$ cat src/rtl/msx_fsk_tape_demodulator_core_assert.svh
// Assertion macros for the tape demodulator.
`ifndef MSX_FSK_TAPE_DEMODULATOR_CORE_ASSERT_SVH
`define MSX_FSK_TAPE_DEMODULATOR_CORE_ASSERT_SVH
`ifndef SYNTHESIS
`define MSXFSK_ASSERT(lbl, clk, rst, prop, msg) \
  lbl: assert property (@(posedge clk) disable iff (rst) prop) else $error(msg);
`define MSXFSK_ASSERT_ALWAYS(lbl, clk, prop, msg) \
  lbl: assert property (@(posedge clk) prop) else $error(msg);
`else
`define MSXFSK_ASSERT(lbl, clk, rst, prop, msg)
`define MSXFSK_ASSERT_ALWAYS(lbl, clk, prop, msg)
`endif
`endif

$ cat src/rtl/msxfsk_pkg.sv
`default_nettype none
package msxfsk_pkg;

  typedef enum logic [2:0] {
    S_IDLE,
    S_DET,
    S_SAMP,
    S_CHK,
    S_ERR,
    S_UPD,
    S_EMIT
  } state_t;

  typedef enum logic [2:0] {
    CFG_SILENCE_GAP  = 3'd0,
    CFG_BLOCK_GAP    = 3'd1,
    CFG_CARRIER_MIN  = 3'd2,
    CFG_CARRIER_MAX  = 3'd3,
    CFG_BAUD_SPLIT   = 3'd4,
    CFG_PHASE_WINDOW = 3'd5
  } cfg_index_t;

  localparam logic [1:0] BAUD_NONE = 2'd0;
  localparam logic [1:0] BAUD_SLOW = 2'd1;
  localparam logic [1:0] BAUD_FAST = 2'd2;

  localparam logic [3:0] BITPOS_START = 4'hF;  // -1: start bit window
  localparam logic [3:0] BITPOS_STOP  = 4'd8;

  localparam logic [10:0] WIN_2400 = 11'd416;
  localparam logic [10:0] WIN_1200 = 11'd833;
  localparam logic [15:0] SPACE_2400 = 16'd156;
  localparam logic [15:0] SPACE_1200 = 16'd312;
  localparam logic [17:0] DPLL_LO_2400 = 18'd312;
  localparam logic [17:0] DPLL_HI_2400 = 18'd520;
  localparam logic [17:0] DPLL_LO_1200 = 18'd625;
  localparam logic [17:0] DPLL_HI_1200 = 18'd1041;

  localparam logic [15:0] RST_SILENCE_GAP  = 16'd2000;
  localparam logic [23:0] RST_BLOCK_GAP    = 24'd1000000;
  localparam logic [9:0]  RST_CARRIER_MIN  = 10'd100;
  localparam logic [9:0]  RST_CARRIER_MAX  = 10'd550;
  localparam logic [9:0]  RST_BAUD_SPLIT   = 10'd312;
  localparam logic [7:0]  RST_PHASE_WINDOW = 8'd100;

  localparam int SIG_LEN = 8;

  typedef struct packed {
    logic       start;
    logic       sig;
    logic [7:0] data;
  } emit_req_t;

  function automatic logic [7:0] sig_byte(input logic [2:0] idx);
    logic [7:0] b;
    unique case (idx)
      3'd0: b = 8'h1F;
      3'd1: b = 8'hA6;
      3'd2: b = 8'hDE;
      3'd3: b = 8'hBA;
      3'd4: b = 8'hCC;
      3'd5: b = 8'h13;
      3'd6: b = 8'h7D;
      3'd7: b = 8'h74;
      default: b = 8'h00;
    endcase
    return b;
  endfunction

endpackage
`default_nettype wire

$ cat src/rtl/msxfsk_if.sv
`default_nettype none
interface msxfsk_in_if;
  logic        valid;
  logic        ready;
  logic        cmd;
  logic        level_high;
  logic [25:0] duration_us;
  modport source (output valid, cmd, level_high, duration_us, input ready);
  modport sink (input valid, cmd, level_high, duration_us, output ready);
endinterface

interface msxfsk_out_if;
  logic       valid;
  logic       ready;
  logic [7:0] byte_value;
  logic       last;
  modport source (output valid, byte_value, last, input ready);
  modport sink (input valid, byte_value, last, output ready);
endinterface

interface msxfsk_cfg_if;
  logic        valid;
  logic        ready;
  logic [2:0]  index;
  logic [23:0] data;
  modport source (output valid, index, data, input ready);
  modport sink (input valid, index, data, output ready);
endinterface
`default_nettype wire

$ cat src/rtl/msxfsk_emit.sv
`default_nettype none
// Result sequencer: optional block signature, then the data byte.
module msxfsk_emit (
  input  wire                  clk,
  input  wire                  rst,
  input  msxfsk_pkg::emit_req_t req,
  output logic                 busy,
  msxfsk_out_if.source         out_ch
);
  logic [3:0] idx;
  logic [7:0] data;

  always_ff @(posedge clk) begin
    if (rst) begin
      busy <= 1'b0;
      idx  <= 4'd0;
    end else if (req.start) begin
      busy <= 1'b1;
      idx  <= req.sig ? 4'd0 : 4'(msxfsk_pkg::SIG_LEN);
    end else if (busy && out_ch.ready) begin
      if (idx == 4'(msxfsk_pkg::SIG_LEN)) begin
        busy <= 1'b0;
      end else begin
        idx <= idx + 4'd1;
      end
    end
  end

  always_ff @(posedge clk) begin
    if (req.start) begin
      data <= req.data;
    end
  end

  always_comb begin
    out_ch.valid = busy;
    if (idx[3]) begin
      out_ch.byte_value = data;
      out_ch.last       = 1'b1;
    end else begin
      out_ch.byte_value = msxfsk_pkg::sig_byte(idx[2:0]);
      out_ch.last       = 1'b0;
    end
  end
endmodule
`default_nettype wire

$ cat src/rtl/msx_fsk_tape_demodulator_core.sv
`default_nettype none
`include "msx_fsk_tape_demodulator_core_assert.svh"
// MSX cassette FSK demodulator. Each input transaction is a timed tape
// half-wave (cmd 0) or a silence gap (cmd 1); result transactions carry
// decoded bytes, preceded by the 8-byte block signature after a long pause
// or before the first byte, with last set on the data byte. A half-wave
// passes the idle and detect states when it only pairs half-waves or hunts
// for carrier. While a frame is received it also passes the sample and
// check states, and the error, update, sample and check states again for
// each bit window it closes (usually 0 or 1); closing a byte waits for the
// result sequencer to drain the previous byte. The window sequencer walks
// one bit window per pass through shared 49-bit time adders/comparators and
// a phase-error unit. Silence gaps are handled in the idle state. Configuration writes are accepted in
// any cycle out of reset and must only happen while the block is idle.
module msx_fsk_tape_demodulator_core #(
  parameter int CARRIER_CYCLES = 16
) (
  input  wire           clk,
  input  wire           rst,
  msxfsk_in_if.sink     in_ch,
  msxfsk_out_if.source  out_ch,
  msxfsk_cfg_if.sink    cfg
);
  localparam int SUM_W = $clog2(CARRIER_CYCLES * 1024);
  localparam int CNT_W = $clog2(CARRIER_CYCLES + 1);

  // configuration
  logic [15:0] silence_gap;
  logic [23:0] block_gap;
  logic [9:0]  carrier_min;
  logic [9:0]  carrier_max;
  logic [9:0]  baud_split;
  logic [7:0]  phase_window;

  // detector state
  msxfsk_pkg::state_t state, state_next;
  logic [47:0]      time_now;
  logic [47:0]      last_edge;
  logic [47:0]      window_start;
  logic [47:0]      byte_stamp;
  logic [47:0]      first_space;
  logic [1:0]       baud_mode;
  logic             carrier_found;
  logic [CNT_W-1:0] mark_count;
  logic [SUM_W-1:0] mark_sum;
  logic             half_pending;
  logic             pending_level;
  logic [15:0]      pending_len;
  logic [10:0]      window_len;
  logic             rx_active;
  logic [1:0]       start_count;
  logic [3:0]       bit_pos;
  logic [7:0]       shift_byte;
  logic             sample_done;
  logic             sample_bit;

  // per-transaction work registers
  logic [16:0]      full;
  logic [15:0]      dur;
  logic             space_hw;
  logic signed [50:0] e1;
  logic signed [50:0] e2;

  logic                   accept;
  logic                   emit_busy;
  msxfsk_pkg::emit_req_t  emit_req;

  assign accept    = in_ch.valid && in_ch.ready;
  assign cfg.ready = !rst;

  always_ff @(posedge clk) begin
    if (rst) begin
      silence_gap  <= msxfsk_pkg::RST_SILENCE_GAP;
      block_gap    <= msxfsk_pkg::RST_BLOCK_GAP;
      carrier_min  <= msxfsk_pkg::RST_CARRIER_MIN;
      carrier_max  <= msxfsk_pkg::RST_CARRIER_MAX;
      baud_split   <= msxfsk_pkg::RST_BAUD_SPLIT;
      phase_window <= msxfsk_pkg::RST_PHASE_WINDOW;
    end else if (cfg.valid) begin
      unique case (cfg.index)
        msxfsk_pkg::CFG_SILENCE_GAP:  silence_gap  <= cfg.data[15:0];
        msxfsk_pkg::CFG_BLOCK_GAP:    block_gap    <= cfg.data;
        msxfsk_pkg::CFG_CARRIER_MIN:  carrier_min  <= cfg.data[9:0];
        msxfsk_pkg::CFG_CARRIER_MAX:  carrier_max  <= cfg.data[9:0];
        msxfsk_pkg::CFG_BAUD_SPLIT:   baud_split   <= cfg.data[9:0];
        msxfsk_pkg::CFG_PHASE_WINDOW: phase_window <= cfg.data[7:0];
        default: ;
      endcase
    end
  end

  // ---- shared combinational helpers ----
  logic        is_2400;
  logic [15:0] space_thr;
  logic [17:0] dpll_lo;
  logic [17:0] dpll_hi;
  assign is_2400   = (baud_mode == msxfsk_pkg::BAUD_FAST);
  assign space_thr = is_2400 ? msxfsk_pkg::SPACE_2400 : msxfsk_pkg::SPACE_1200;
  assign dpll_lo   = is_2400 ? msxfsk_pkg::DPLL_LO_2400 : msxfsk_pkg::DPLL_LO_1200;
  assign dpll_hi   = is_2400 ? msxfsk_pkg::DPLL_HI_2400 : msxfsk_pkg::DPLL_HI_1200;

  // pairing of half-waves
  logic        silence;
  logic [16:0] pend_sum;
  assign silence  = in_ch.cmd || (in_ch.duration_us > {10'd0, silence_gap});
  assign pend_sum = {1'b0, pending_len} + {1'b0, in_ch.duration_us[15:0]};

  // carrier hunt
  logic             mark_hit;
  logic [CNT_W-1:0] count_inc;
  logic [SUM_W-1:0] sum_inc;
  logic [SUM_W-1:0] split_prod;
  assign mark_hit   = (full > {7'd0, carrier_min}) && (full < {7'd0, carrier_max});
  assign count_inc  = mark_count + CNT_W'(1);
  assign sum_inc    = mark_sum + SUM_W'(full);
  assign split_prod = SUM_W'(baud_split) * SUM_W'(CARRIER_CYCLES);

  // window averaging while idle
  logic [17:0] est;
  logic [18:0] wl_mix;
  assign est    = (full >= {space_thr, 1'b0}) ? {1'b0, full} : {full, 1'b0};
  assign wl_mix = 19'({window_len, 4'd0}) - 19'(window_len) + {1'b0, est};

  // start bit hunt
  logic [1:0] start_inc;
  assign start_inc = (start_count == 2'd3) ? 2'd3 : start_count + 2'd1;

  // window unit: 49-bit window-end and mid-point adders, reused each pass
  logic [48:0] win_end;
  logic [48:0] mid_point;
  logic        mid_hit;
  logic        sb;
  assign win_end   = {1'b0, window_start} + 49'(window_len);
  assign mid_point = {1'b0, window_start} + 49'(window_len[10:1]);
  assign mid_hit   = ({1'b0, last_edge} <= mid_point) && ({1'b0, time_now} > mid_point);
  assign sb        = sample_done ? sample_bit : !space_hw;

  // phase error pick and correction
  logic [50:0] a1;
  logic [50:0] a2;
  logic [50:0] amin;
  logic        pe_neg;
  logic [47:0] corr;
  assign a1     = e1[50] ? 51'(-e1) : 51'(e1);
  assign a2     = e2[50] ? 51'(-e2) : 51'(e2);
  assign amin   = (a1 < a2) ? a1 : a2;
  assign pe_neg = (a1 < a2) ? e1[50] : e2[50];
  assign corr   = pe_neg ? -48'(amin[7:3]) : 48'(amin[7:3]);

  logic need_sig;
  assign need_sig = (byte_stamp == 48'd0) ||
                    ((time_now - byte_stamp) > {24'd0, block_gap});

  // ---- next state ----
  always_comb begin
    state_next = state;
    unique case (state)
      msxfsk_pkg::S_IDLE: begin
        if (accept && !silence) state_next = msxfsk_pkg::S_DET;
      end
      msxfsk_pkg::S_DET: begin
        if (carrier_found && rx_active && full == 17'd0) begin
          state_next = msxfsk_pkg::S_SAMP;
        end else if (carrier_found && rx_active) begin
          state_next = msxfsk_pkg::S_SAMP;
        end else begin
          state_next = msxfsk_pkg::S_IDLE;
        end
      end
      msxfsk_pkg::S_SAMP: state_next = msxfsk_pkg::S_CHK;
      msxfsk_pkg::S_CHK: begin
        if ({1'b0, time_now} < win_end) begin
          state_next = msxfsk_pkg::S_IDLE;
        end else if (bit_pos == msxfsk_pkg::BITPOS_STOP) begin
          state_next = msxfsk_pkg::S_EMIT;
        end else if (bit_pos == msxfsk_pkg::BITPOS_START && sb) begin
          state_next = msxfsk_pkg::S_IDLE;
        end else begin
          state_next = msxfsk_pkg::S_ERR;
        end
      end
      msxfsk_pkg::S_ERR: state_next = msxfsk_pkg::S_UPD;
      msxfsk_pkg::S_UPD: state_next = msxfsk_pkg::S_SAMP;
      msxfsk_pkg::S_EMIT: begin
        if (!emit_busy) state_next = msxfsk_pkg::S_IDLE;
      end
      default: state_next = msxfsk_pkg::S_IDLE;
    endcase
  end

  // ---- outputs ----
  always_comb begin
    in_ch.ready    = (state == msxfsk_pkg::S_IDLE) && !rst;
    emit_req.start = (state == msxfsk_pkg::S_EMIT) && !emit_busy;
    emit_req.sig   = need_sig;
    emit_req.data  = shift_byte;
  end

  always_ff @(posedge clk) begin
    if (rst) state <= msxfsk_pkg::S_IDLE;
    else     state <= state_next;
  end

  // ---- datapath ----
  always_ff @(posedge clk) begin
    if (rst) begin
      time_now       <= 48'd0;
      last_edge      <= 48'd0;
      window_start   <= 48'd0;
      byte_stamp     <= 48'd0;
      first_space    <= 48'd0;
      baud_mode      <= msxfsk_pkg::BAUD_NONE;
      carrier_found  <= 1'b0;
      mark_count     <= '0;
      mark_sum       <= '0;
      half_pending   <= 1'b0;
      pending_level  <= 1'b0;
      pending_len    <= 16'd0;
      window_len     <= 11'd0;
      rx_active      <= 1'b0;
      start_count    <= 2'd0;
      bit_pos        <= 4'd0;
      shift_byte     <= 8'd0;
      sample_done    <= 1'b0;
      sample_bit     <= 1'b0;
    end else begin
      unique case (state)
        msxfsk_pkg::S_IDLE: begin
          if (accept) begin
            time_now <= time_now + 48'(in_ch.duration_us);
            if (silence) begin
              // drop all detection progress
              baud_mode     <= msxfsk_pkg::BAUD_NONE;
              rx_active     <= 1'b0;
              start_count   <= 2'd0;
              first_space   <= 48'd0;
              half_pending  <= 1'b0;
              pending_len   <= 16'd0;
              sample_done   <= 1'b0;
              sample_bit    <= 1'b0;
              mark_count    <= '0;
              mark_sum      <= '0;
              carrier_found <= 1'b0;
            end else begin
              last_edge <= time_now;
              full      <= 17'd0;
              if (!half_pending) begin
                pending_level <= in_ch.level_high;
                pending_len   <= in_ch.duration_us[15:0];
                half_pending  <= 1'b1;
              end else if (pending_level != in_ch.level_high) begin
                full          <= pend_sum;
                pending_level <= in_ch.level_high;
                pending_len   <= in_ch.duration_us[15:0];
              end else begin
                pending_len <= pend_sum[16] ? 16'hFFFF : pend_sum[15:0];
              end
            end
          end
        end
        msxfsk_pkg::S_DET: begin
          if (full != 17'd0 && !carrier_found) begin
            if (mark_hit) begin
              mark_count <= count_inc;
              mark_sum   <= sum_inc;
              if (count_inc >= CNT_W'(CARRIER_CYCLES)) begin
                if (sum_inc < split_prod) begin
                  baud_mode  <= msxfsk_pkg::BAUD_FAST;
                  window_len <= msxfsk_pkg::WIN_2400;
                end else begin
                  baud_mode  <= msxfsk_pkg::BAUD_SLOW;
                  window_len <= msxfsk_pkg::WIN_1200;
                end
                carrier_found <= 1'b1;
                rx_active     <= 1'b0;
              end
            end else begin
              mark_count <= '0;
              mark_sum   <= '0;
            end
          end else if (carrier_found) begin
            space_hw <= (dur >= space_thr);
            if (!rx_active) begin
              if (full != 17'd0 && est > dpll_lo && est < dpll_hi) begin
                window_len <= wl_mix[14:4];
              end
              if (dur >= space_thr) begin
                if (start_count == 2'd0) first_space <= last_edge;
                start_count <= start_inc;
                if (start_inc == 2'd2) begin
                  rx_active    <= 1'b1;
                  window_start <= (start_count == 2'd0) ? last_edge : first_space;
                  bit_pos      <= msxfsk_pkg::BITPOS_START;
                  sample_done  <= 1'b1;
                  sample_bit   <= 1'b0;
                end
              end else begin
                start_count <= 2'd0;
              end
            end
          end
        end
        msxfsk_pkg::S_SAMP: begin
          if (!sample_done && mid_hit) begin
            sample_bit  <= !space_hw;
            sample_done <= 1'b1;
          end
        end
        msxfsk_pkg::S_CHK: begin
          if ({1'b0, time_now} >= win_end) begin
            if (bit_pos == msxfsk_pkg::BITPOS_START) begin
              if (sb) begin
                rx_active <= 1'b0;
              end else begin
                bit_pos    <= 4'd0;
                shift_byte <= 8'd0;
              end
            end else if (bit_pos != msxfsk_pkg::BITPOS_STOP) begin
              if (sb) shift_byte[bit_pos[2:0]] <= 1'b1;
              bit_pos <= bit_pos + 4'd1;
            end
          end
        end
        msxfsk_pkg::S_ERR: begin
          e1 <= $signed({3'd0, last_edge}) - $signed({2'd0, win_end});
          e2 <= $signed({3'd0, time_now}) - $signed({2'd0, win_end});
        end
        msxfsk_pkg::S_UPD: begin
          // nudge the window by one eighth of a small phase error
          if (amin < 51'(phase_window)) begin
            window_start <= win_end[47:0] + corr;
          end else begin
            window_start <= win_end[47:0];
          end
          sample_done <= 1'b0;
          sample_bit  <= 1'b0;
        end
        msxfsk_pkg::S_EMIT: begin
          if (!emit_busy) begin
            rx_active  <= 1'b0;
            byte_stamp <= time_now;
          end
        end
        default: ;
      endcase
    end
  end

  always_ff @(posedge clk) begin
    if (state == msxfsk_pkg::S_IDLE && accept) dur <= in_ch.duration_us[15:0];
  end

  msxfsk_emit u_emit (
    .clk    (clk),
    .rst    (rst),
    .req    (emit_req),
    .busy   (emit_busy),
    .out_ch (out_ch)
  );

  `MSXFSK_ASSERT(a_emit_free, clk, rst, emit_req.start |-> !emit_busy, "emit while busy")
  `MSXFSK_ASSERT(a_emit_frame, clk, rst, state == msxfsk_pkg::S_EMIT |-> rx_active && bit_pos == msxfsk_pkg::BITPOS_STOP, "emit outside stop window")
  `MSXFSK_ASSERT(a_gap_clears, clk, rst, accept && in_ch.cmd |=> !carrier_found && !rx_active && state == msxfsk_pkg::S_IDLE, "gap kept detection")
  `MSXFSK_ASSERT(a_bitpos_range, clk, rst, rx_active |-> bit_pos <= msxfsk_pkg::BITPOS_STOP || bit_pos == msxfsk_pkg::BITPOS_START, "bit position out of range")
endmodule
`default_nettype wire

$ cat src/flat_wrapper.sv
// flat-port wrapper written by rule: the top's interface ports become plain ports
module msx_fsk_tape_demodulator_core_flat 
#(
  parameter int CARRIER_CYCLES = 16
)
  (clk, rst, in_ch_valid, in_ch_cmd, in_ch_level_high, in_ch_duration_us, in_ch_ready, out_ch_valid, out_ch_byte_value, out_ch_last, out_ch_ready, cfg_valid, cfg_index, cfg_data, cfg_ready);
  msxfsk_in_if in_ch_i ();
  msxfsk_out_if out_ch_i ();
  msxfsk_cfg_if cfg_i ();
  input  wire clk;
  input  wire rst;
  input wire logic [$bits(in_ch_i.valid)-1:0] in_ch_valid;
  input wire logic [$bits(in_ch_i.cmd)-1:0] in_ch_cmd;
  input wire logic [$bits(in_ch_i.level_high)-1:0] in_ch_level_high;
  input wire logic [$bits(in_ch_i.duration_us)-1:0] in_ch_duration_us;
  output wire logic [$bits(in_ch_i.ready)-1:0] in_ch_ready;
  output wire logic [$bits(out_ch_i.valid)-1:0] out_ch_valid;
  output wire logic [$bits(out_ch_i.byte_value)-1:0] out_ch_byte_value;
  output wire logic [$bits(out_ch_i.last)-1:0] out_ch_last;
  input wire logic [$bits(out_ch_i.ready)-1:0] out_ch_ready;
  input wire logic [$bits(cfg_i.valid)-1:0] cfg_valid;
  input wire logic [$bits(cfg_i.index)-1:0] cfg_index;
  input wire logic [$bits(cfg_i.data)-1:0] cfg_data;
  output wire logic [$bits(cfg_i.ready)-1:0] cfg_ready;
  assign in_ch_i.valid = in_ch_valid;
  assign in_ch_i.cmd = in_ch_cmd;
  assign in_ch_i.level_high = in_ch_level_high;
  assign in_ch_i.duration_us = in_ch_duration_us;
  assign in_ch_ready = in_ch_i.ready;
  assign out_ch_valid = out_ch_i.valid;
  assign out_ch_byte_value = out_ch_i.byte_value;
  assign out_ch_last = out_ch_i.last;
  assign out_ch_i.ready = out_ch_ready;
  assign cfg_i.valid = cfg_valid;
  assign cfg_i.index = cfg_index;
  assign cfg_i.data = cfg_data;
  assign cfg_ready = cfg_i.ready;
  msx_fsk_tape_demodulator_core #(.CARRIER_CYCLES(CARRIER_CYCLES)) u_core (.clk(clk), .rst(rst), .in_ch(in_ch_i), .out_ch(out_ch_i), .cfg(cfg_i));
endmodule
$ cat config.mk
export PLATFORM = sky130hd
export DESIGN_NAME = msx_fsk_tape_demodulator_core_flat
export DESIGN_NICKNAME = d
export VERILOG_FILES = /design/src/rtl/msxfsk_pkg.sv /design/src/rtl/msxfsk_if.sv /design/src/rtl/msxfsk_emit.sv /design/src/rtl/msx_fsk_tape_demodulator_core.sv /design/src/flat_wrapper.sv
export VERILOG_INCLUDE_DIRS = /design/src /design/src/rtl
export SDC_FILE = /design/constraint.sdc
export NUM_CORES = 2
export LEC_CHECK = 0
export BUFFER_PORTS_ARGS = -buffer_cell sky130_fd_sc_hd__buf_2
export CAP_MARGIN = 10
export CORE_MARGIN = 2
export CORE_UTILIZATION = 26
export DETAILED_ROUTE_END_ITERATION = 16
export GPL_TIMING_DRIVEN = 0
export MAX_ROUTING_LAYER = met4
export PLACE_DENSITY_LB_ADDON = 0.08
export SLEW_MARGIN = 20
export SYNTH_ARGS = -nofsm -noshare
export SYNTH_HDL_FRONTEND = slang
export SYNTH_SLANG_ARGS = --single-unit
$ cat constraint.sdc
create_clock -name clk -period 15.52 [get_ports clk]
set_input_delay 1.552 -clock clk [delete_from_list [all_inputs] [get_ports clk]]
set_output_delay 1.552 -clock clk [all_outputs]
set_load 0.005 [all_outputs]
# After elaboration in Yosys (flattened, before gate mapping)
# Memory sizes are Yosys's and may differ from the RTL's. A register that Yosys moved wholly into a read port is not among the register bits.
# Index checks and enable logic that the tools add are counted.
# W data, S select, Z words.
# op_classes
add_sub_neg,18
n_lt_le_gt_ge,18
eq_ne,46
mux,129
bitwise_logic,5
reduce_logical,68
# ops
op,n
$mux W48,14
$pmux W48 S2,2
$mux W51,3
$neg A51 Y51,2
$sub A48 B49 Y50,2
$mux W11,7
$mux W16,4
$mux W14,4
$mux W4,13
$lt A51 B51 Y1,1
$lt A51 B8 Y1,1
$add A48 B10 Y49,1
$add A48 B11 Y49,1
$ge A48 B49 Y1,1
$gt A48 B49 Y1,1
$le A48 B49 Y1,1
$lt A48 B49 Y1,1
$add A48 B26 Y48,1
$add A48 B48 Y48,1
$gt A48 B24 Y1,1
$logic_not A48 Y1,1
$neg A5 Y48,1
$sub A48 B48 Y48,1
$mux W8,5
other kinds (64),214
# totals
ff_bits,538
mem_bits_ro,64
in_bits,60
wordCells,319
memories,1
# mem_list
name,depth,word_bits,rd,rd_ports_with_merged_regs,write_ports,line_no,rtl
(no name shown),8,8,1,1,0,msxfsk_pkg.sv:56,unique case (idx)

# Logic depth before layout (Yosys ltp)
# depth
depth_word,11
ltp_mapped,41
ltp_nobuf,37

# Modules after synthesis
# A second synthesis with hierarchy kept.
# hier_totals
cells_unflattened,5545
area_unflattened_um2,44323.8
# by_module_without_submodules
mod,instances,cells_each,area_per_inst_um2
msx_fsk_tape_demodulator_core,1,5466,43321.5
msxfsk_emit,1,79,1002.2

# Worst setup path before layout
# Ideal clock, no wire load.
# synth_path
kind,reg-to-reg
from,reg u_core.e2[20]
to,reg u_core.window_start[45]
setup_ps,64
t_arrival_ps,9329
setup_slack_ps,6127
stages_incl_launch_ff,36
path_buffers,7
synth_period_minus_slack_ps,9393
path_cell_list,edfxtp_1 > or4_1 > or4_1 > or4_4 > or3_1 > o31ai_1 > xor2_1 > ha_1 > nand4_1 > or3_1 > nor4b_2 > a211o_1 > buf_2 > mux2_4 > inv_2 > buf_2 > buf_1 > clkbuf_1 > buf_2 > buf_2 > buf_1 > ha_1 > o21a_1 > a21oi_1 > nand2b_1 > a211oi_1 > a221oi_1 > a221o_1 > o41a_2 > a2111oi_2 > o21ai_0 > nand4_1 > a21oi_1 > and4_1 > a311o_1 > nor2_1
# synth_via
elab_chain_cells,9
elab_cells_between_ends,11
# synth_lines
element,line_no,rtl
from (decl),msx_fsk_tape_demodulator_core.sv:62,logic signed [50:0] e2;
from (signal assigned),msx_fsk_tape_demodulator_core.sv:326,"e2 <= $signed({3'd0, time_now}) - $signed({2'd0, win_end});"
$neg A51 Y51,msx_fsk_tape_demodulator_core.sv:145,assign a2 = e2[50] ? 51'(-e2) : 51'(e2);
$mux W51 (*),msx_fsk_tape_demodulator_core.sv:145,
$lt A51 B51 Y1,"msx_fsk_tape_demodulator_core.sv:146, msx_fsk_tape_demodulator_core.sv:147",
$mux W51,msx_fsk_tape_demodulator_core.sv:146,assign amin = (a1 < a2) ? a1 : a2;
$neg A5 Y48,msx_fsk_tape_demodulator_core.sv:148,assign corr = pe_neg ? -48'(amin[7:3]) : 48'(amin[7:3]);
$mux W48,msx_fsk_tape_demodulator_core.sv:148,
$add A48 B48 Y48,msx_fsk_tape_demodulator_core.sv:331,window_start <= win_end[47:0] + corr;
$mux W48 (*),msx_fsk_tape_demodulator_core.sv:330,if (amin < 51'(phase_window)) begin
$pmux W48 S2 (*),msx_fsk_tape_demodulator_core.sv:227,unique case (state)
to (signal assigned),msx_fsk_tape_demodulator_core.sv:292,window_start <= (start_count == 2'd0) ? last_edge : first_space;
to (signal assigned),msx_fsk_tape_demodulator_core.sv:331,
to (signal assigned),msx_fsk_tape_demodulator_core.sv:333,window_start <= win_end[47:0];
to (decl),msx_fsk_tape_demodulator_core.sv:39,logic [47:0] window_start;
# Mark *: on every way between the ends. The rest lies on a longest branch, timed or not.
# A chain may end at the register's enable or synchronous reset.

# Worst setup path after layout
# layout_path
from,reg u_core.e1[49]
to,reg u_core.window_start[45]
# layout_via
elab_chain_cells,9
elab_cells_between_ends,11
# layout_lines
element,line_no,rtl
from (decl),msx_fsk_tape_demodulator_core.sv:61,logic signed [50:0] e1;
from (signal assigned),msx_fsk_tape_demodulator_core.sv:325,"e1 <= $signed({3'd0, last_edge}) - $signed({2'd0, win_end});"
$neg A51 Y51,msx_fsk_tape_demodulator_core.sv:144,assign a1 = e1[50] ? 51'(-e1) : 51'(e1);
$mux W51 (*),msx_fsk_tape_demodulator_core.sv:144,
$lt A51 B51 Y1,"msx_fsk_tape_demodulator_core.sv:146, msx_fsk_tape_demodulator_core.sv:147",
$mux W51,msx_fsk_tape_demodulator_core.sv:146,
$neg A5 Y48,msx_fsk_tape_demodulator_core.sv:148,
$mux W48,msx_fsk_tape_demodulator_core.sv:148,
$add A48 B48 Y48,msx_fsk_tape_demodulator_core.sv:331,
$mux W48 (*),msx_fsk_tape_demodulator_core.sv:330,
$pmux W48 S2 (*),msx_fsk_tape_demodulator_core.sv:227,
# Marked as above.

==> impl_metrics.csv <==
group,metric,value,unit
sta,max_freq,70.1,MHz
cells_and_area,fin_util,29.6,%
clock_tree,cts_made_buffers,76,
floorplan,die_h,419,um
grt,grt_pass1_wl,282000,um
pwr,clockPowerShare,39.8,%
clock_tree,cts_resized,0,
cells_and_area,final_area,50700,um^2
worst_setup_path,r2r_cells,36,
outcome,outcome,"finished, final reports clean",
job,max_cap_violations,0,
clock_tree,clkLatencyLatePin,0.70,ns
routing,wl,195000,um
grt,grt_max_degree,28,
routing,via_per_inst,5.12,
hold_path,whs_path_depth,0,
floorplan,io-pin-count,72,
pwr,finalPower,4.45,mW
routing,wl_per_cell,24.0,um
cells_and_area,nets,6336,
clock_tree,clk_pin_slew,0.06,ns
logic_synthesis,yosysWarningCount,0,
clock_tree,cts.sinks,544,
routing,vias,41700,
grt,grt_overflow_total,0,
worst_setup_path,crit_path_end_kind,"flip-flop",
clock_tree,holdBufCountCts,0,
hold_path,min_path_type,"reg -> reg",
routing,drt-pass1-iter-count,7,
logic_synthesis,synth-seq-cells,544,
clock_tree,cts-root-buf,"clkbuf_16",
worst_setup_path,cp-startpoint,"u_core.e1[49]",
grt,antenna_found_initial,1,
worst_setup_path,cp-start-kind,"flip-flop",
placement,place_area,48300,um^2
worst_setup_path,crit_end,"u_core.window_start[45]",
logic_synthesis,synth.most_common_cell,"nand2_1",
pwr,p_sw,1.48,mW
sta,period_share,91.9,%
cells_and_area,drive_gt1_share,5.18,%
routing,antenna_left,0,
sta,fin_skew,0.0286,ns
logic_synthesis,synth_area,44800,um^2
cells_and_area,fillers,18900,
pwr,sequentialPowerShare,35.6,%
routing,drt-initial-drc-count,2542,
placement,gp_congestion,0.952,
sta,max_slew_margin,19.7,%
logic_synthesis,seq_area_frac_synth,27.5,%
clock_tree,cts_max_level,3,
worst_setup_path,required,16.15,ns
worst_setup_path,rrSetupSlack,1.25,ns
cells_and_area,multi_input_area,30500,um^2
sta,worst_hold_slack,0.438,ns
logic_synthesis,ys_async_sr_fraction,0,%
sta,slew_viol_final,0,
hold_path,min_from,"u_core.shift_byte[3]",
placement,hpwlAfterDp,160000,um
pwr,pwr_density_cell,87.8,nW/um^2
logic_synthesis,netlist_top_cells_area,"dfxtp_1 (18%), ha_1 (14%), edfxtp_1 (9.5%), a21oi_1 (5.8%), xnor2_1 (5.6%)",
floorplan,initial_core_util,26.1,%
clock_tree,clockBufferDepth,3,
pwr,internal_power,2.97,mW
sta,setup_tns,0,ns
floorplan,rows,152,
worst_setup_path,r2r-end,"u_core.window_start[45]",
logic_synthesis,synth_top_area_share,17.9,%
routing,drcViolationCount,0,
floorplan,dieArea,176000,um^2
worst_setup_path,crit_fanout,10,
cells_and_area,seq_area,12300,um^2
clock_tree,postCtsSetupBuffers,0,
logic_synthesis,avgSynthCellArea,7.99,um^2
grt,grt_pass1_vias,40400,
cells_and_area,syn2layout_area_growth,13.2,%
logic_synthesis,yosys.area.top_type,"dfxtp_1",
worst_setup_path,crit_type,"reg -> reg",
logic_synthesis,synth_edf_count,142,
clock_tree,cts_tree,"done",
pwr,ir_worst_vdd,84.3,uV
sta,grt_setup_unrepaired,"no",
worst_setup_path,crit_path_max_incr_delay,0.87,ns
logic_synthesis,synth_flop_cell,"dfxtp_1",
sta,hold_viol,0,
pwr,sw_frac_of_total,33.3,%
sta,worst_slew_pin_slew,1.21,ns
pwr,p_comb_share,24.7,%
worst_setup_path,slowest_stage,"nor4_1",
sta,finalCriticalPeriod,14.27,ns
sta,finalSetupViolCount,0,
placement,numPortBuffers,69,
logic_synthesis,ys_types,95,
worst_setup_path,reg2reg_from,"u_core.e1[49]",
logic_synthesis,synth_commonest_cells,"nand2_1 (640), a21oi_1 (517), ha_1 (493)",
pwr,leakagePower,19.8,nW
floorplan,die_w,419,um
floorplan,core-area,172000,um^2
logic_synthesis,synth_cells,5614,
grt,grt_usage,22.5,%
worst_setup_path,path_common_cell,"clkbuf_1",
worst_setup_path,arrival,14.90,ns
logic_synthesis,syn-num-nets,6183,
==> cells in the final DEF, fill, tap and decap left out, types with 41 or more instances in the layout <==
master       n
a21o_1     143
a21oi_1    515
a22oi_1     41
a31oi_1     52
and3_1      51
buf_2       79
clkbuf_1   212
clkbuf_16   76
dfxtp_1    402
edfxtp_1   142
ha_1       493
inv_1      313
mux2i_1     93
nand2_1    640
nand2b_1    81
nand3_1    153
nand4_1     87
nor2_1     465
nor2b_1     73
nor3_1     105
nor4_1      53
o211ai_1    71
o21a_1      51
o21ai_0    284
o21bai_1    41
o31ai_1     52
xnor2_1    285
xor2_1     162
==> through the flow <==
| step | std cells | setup slack [ns] |
|---|---|---|
| global route | 8136 | 0.671 |
| detailed placement | 7999 | 1.11 |
| global placement | 7993 | 1.17 |
| finish | 8137 | 1.25 |
| CTS | 8136 | 1.06 |
| floorplan | 5614 | 6.13 |
==> area by class of cell <==
class                   instances  share of cell area, %
multi-input cells            4510                   60.1
flip-flops and latches        544                   24.3
well taps                    2310                   5.70
clock buffers                 104                   4.19
inverters                     327                   2.42
plain buffers                 233                   1.77
repair buffers                 75                  0.917
clock inverters                33                  0.683
diodes                          1                0.00493
==> registers in the layout, indices dropped and copies added, names as in the netlist, 11 cells and up, named ones only <==
register and flops:
u_core.block_gap 24, u_core.mark_sum 14, u_core.full 17, u_core.silence_gap 16
u_core.time_now 48, u_core.e1 50, u_core.first_space 48, u_core.e2 50
u_core.window_start 48, u_core.pending_len 16, u_core.last_edge 48, u_core.dur 16
u_core.byte_stamp 48, u_core.window_len 11
==> power by group through the flow <==
stage / clock [mW] / combinational [mW] / sequential [mW]
2_1_floorplan: 0 / 0.762 / 1.56
3_3_place_gp: 0 / 1.10 / 1.61
3_5_place_dp: 0 / 1.11 / 1.61
4_1_cts: 1.83 / 1.11 / 1.58
5_1_grt: 1.88 / 1.23 / 1.58
6_report: 1.77 / 1.10 / 1.58
==> kinds of logic after synthesis <==
kind of cell | after synthesis | synth area share [%]
flops | 544 | 27.5
other cells | 2 | 0.0167
simple gates | 1900 | 20.0
fa+ha+maj | 523 | 14.8
xor+xnor | 451 | 8.83
compound gates | 1523 | 21.6
mux | 111 | 2.54
buf+inv | 560 | 4.71
==> metal layers <==
layer  vias up  track usage [%]  wire [um]
li1      20600                -          -
met2       916             35.3      87000
met4         0             6.12       5620
met3       217             2.09       7320
met5         -                -          0
met1     20000             30.8      95200
==> worst max-delay path, delay by kind of cell, from the launching register on <==
family | cells | cell delay, ns
AOI/OAI and AO/OA | 12 | 3.54
xor gates and xnor gates | 1 | 0.21
adders and majority gates | 2 | 0.58
buffers and inverters | 13 | 6.34
DFF | 1 | 0.44
muxes | 1 | 0.43
and+or+nand+nor | 7 | 2.60
==> worst min-delay path by stage <==
| stage | end | slack, ns |
|---|---|---|
| 6_report | u_core.u_emit.data[3] | 0.44 |
| 5_1_grt | u_core.u_emit.data[6] | 0.44 |
| 4_1_cts | u_core.u_emit.data[3] | 0.44 |
| 3_5_place_dp | u_core.u_emit.data[3] | 0.41 |
| 3_3_place_gp | u_core.u_emit.data[3] | 0.42 |
| 2_1_floorplan | u_core.u_emit.data[3] | 0.41 |
Power figures use the tool's default switching activity.
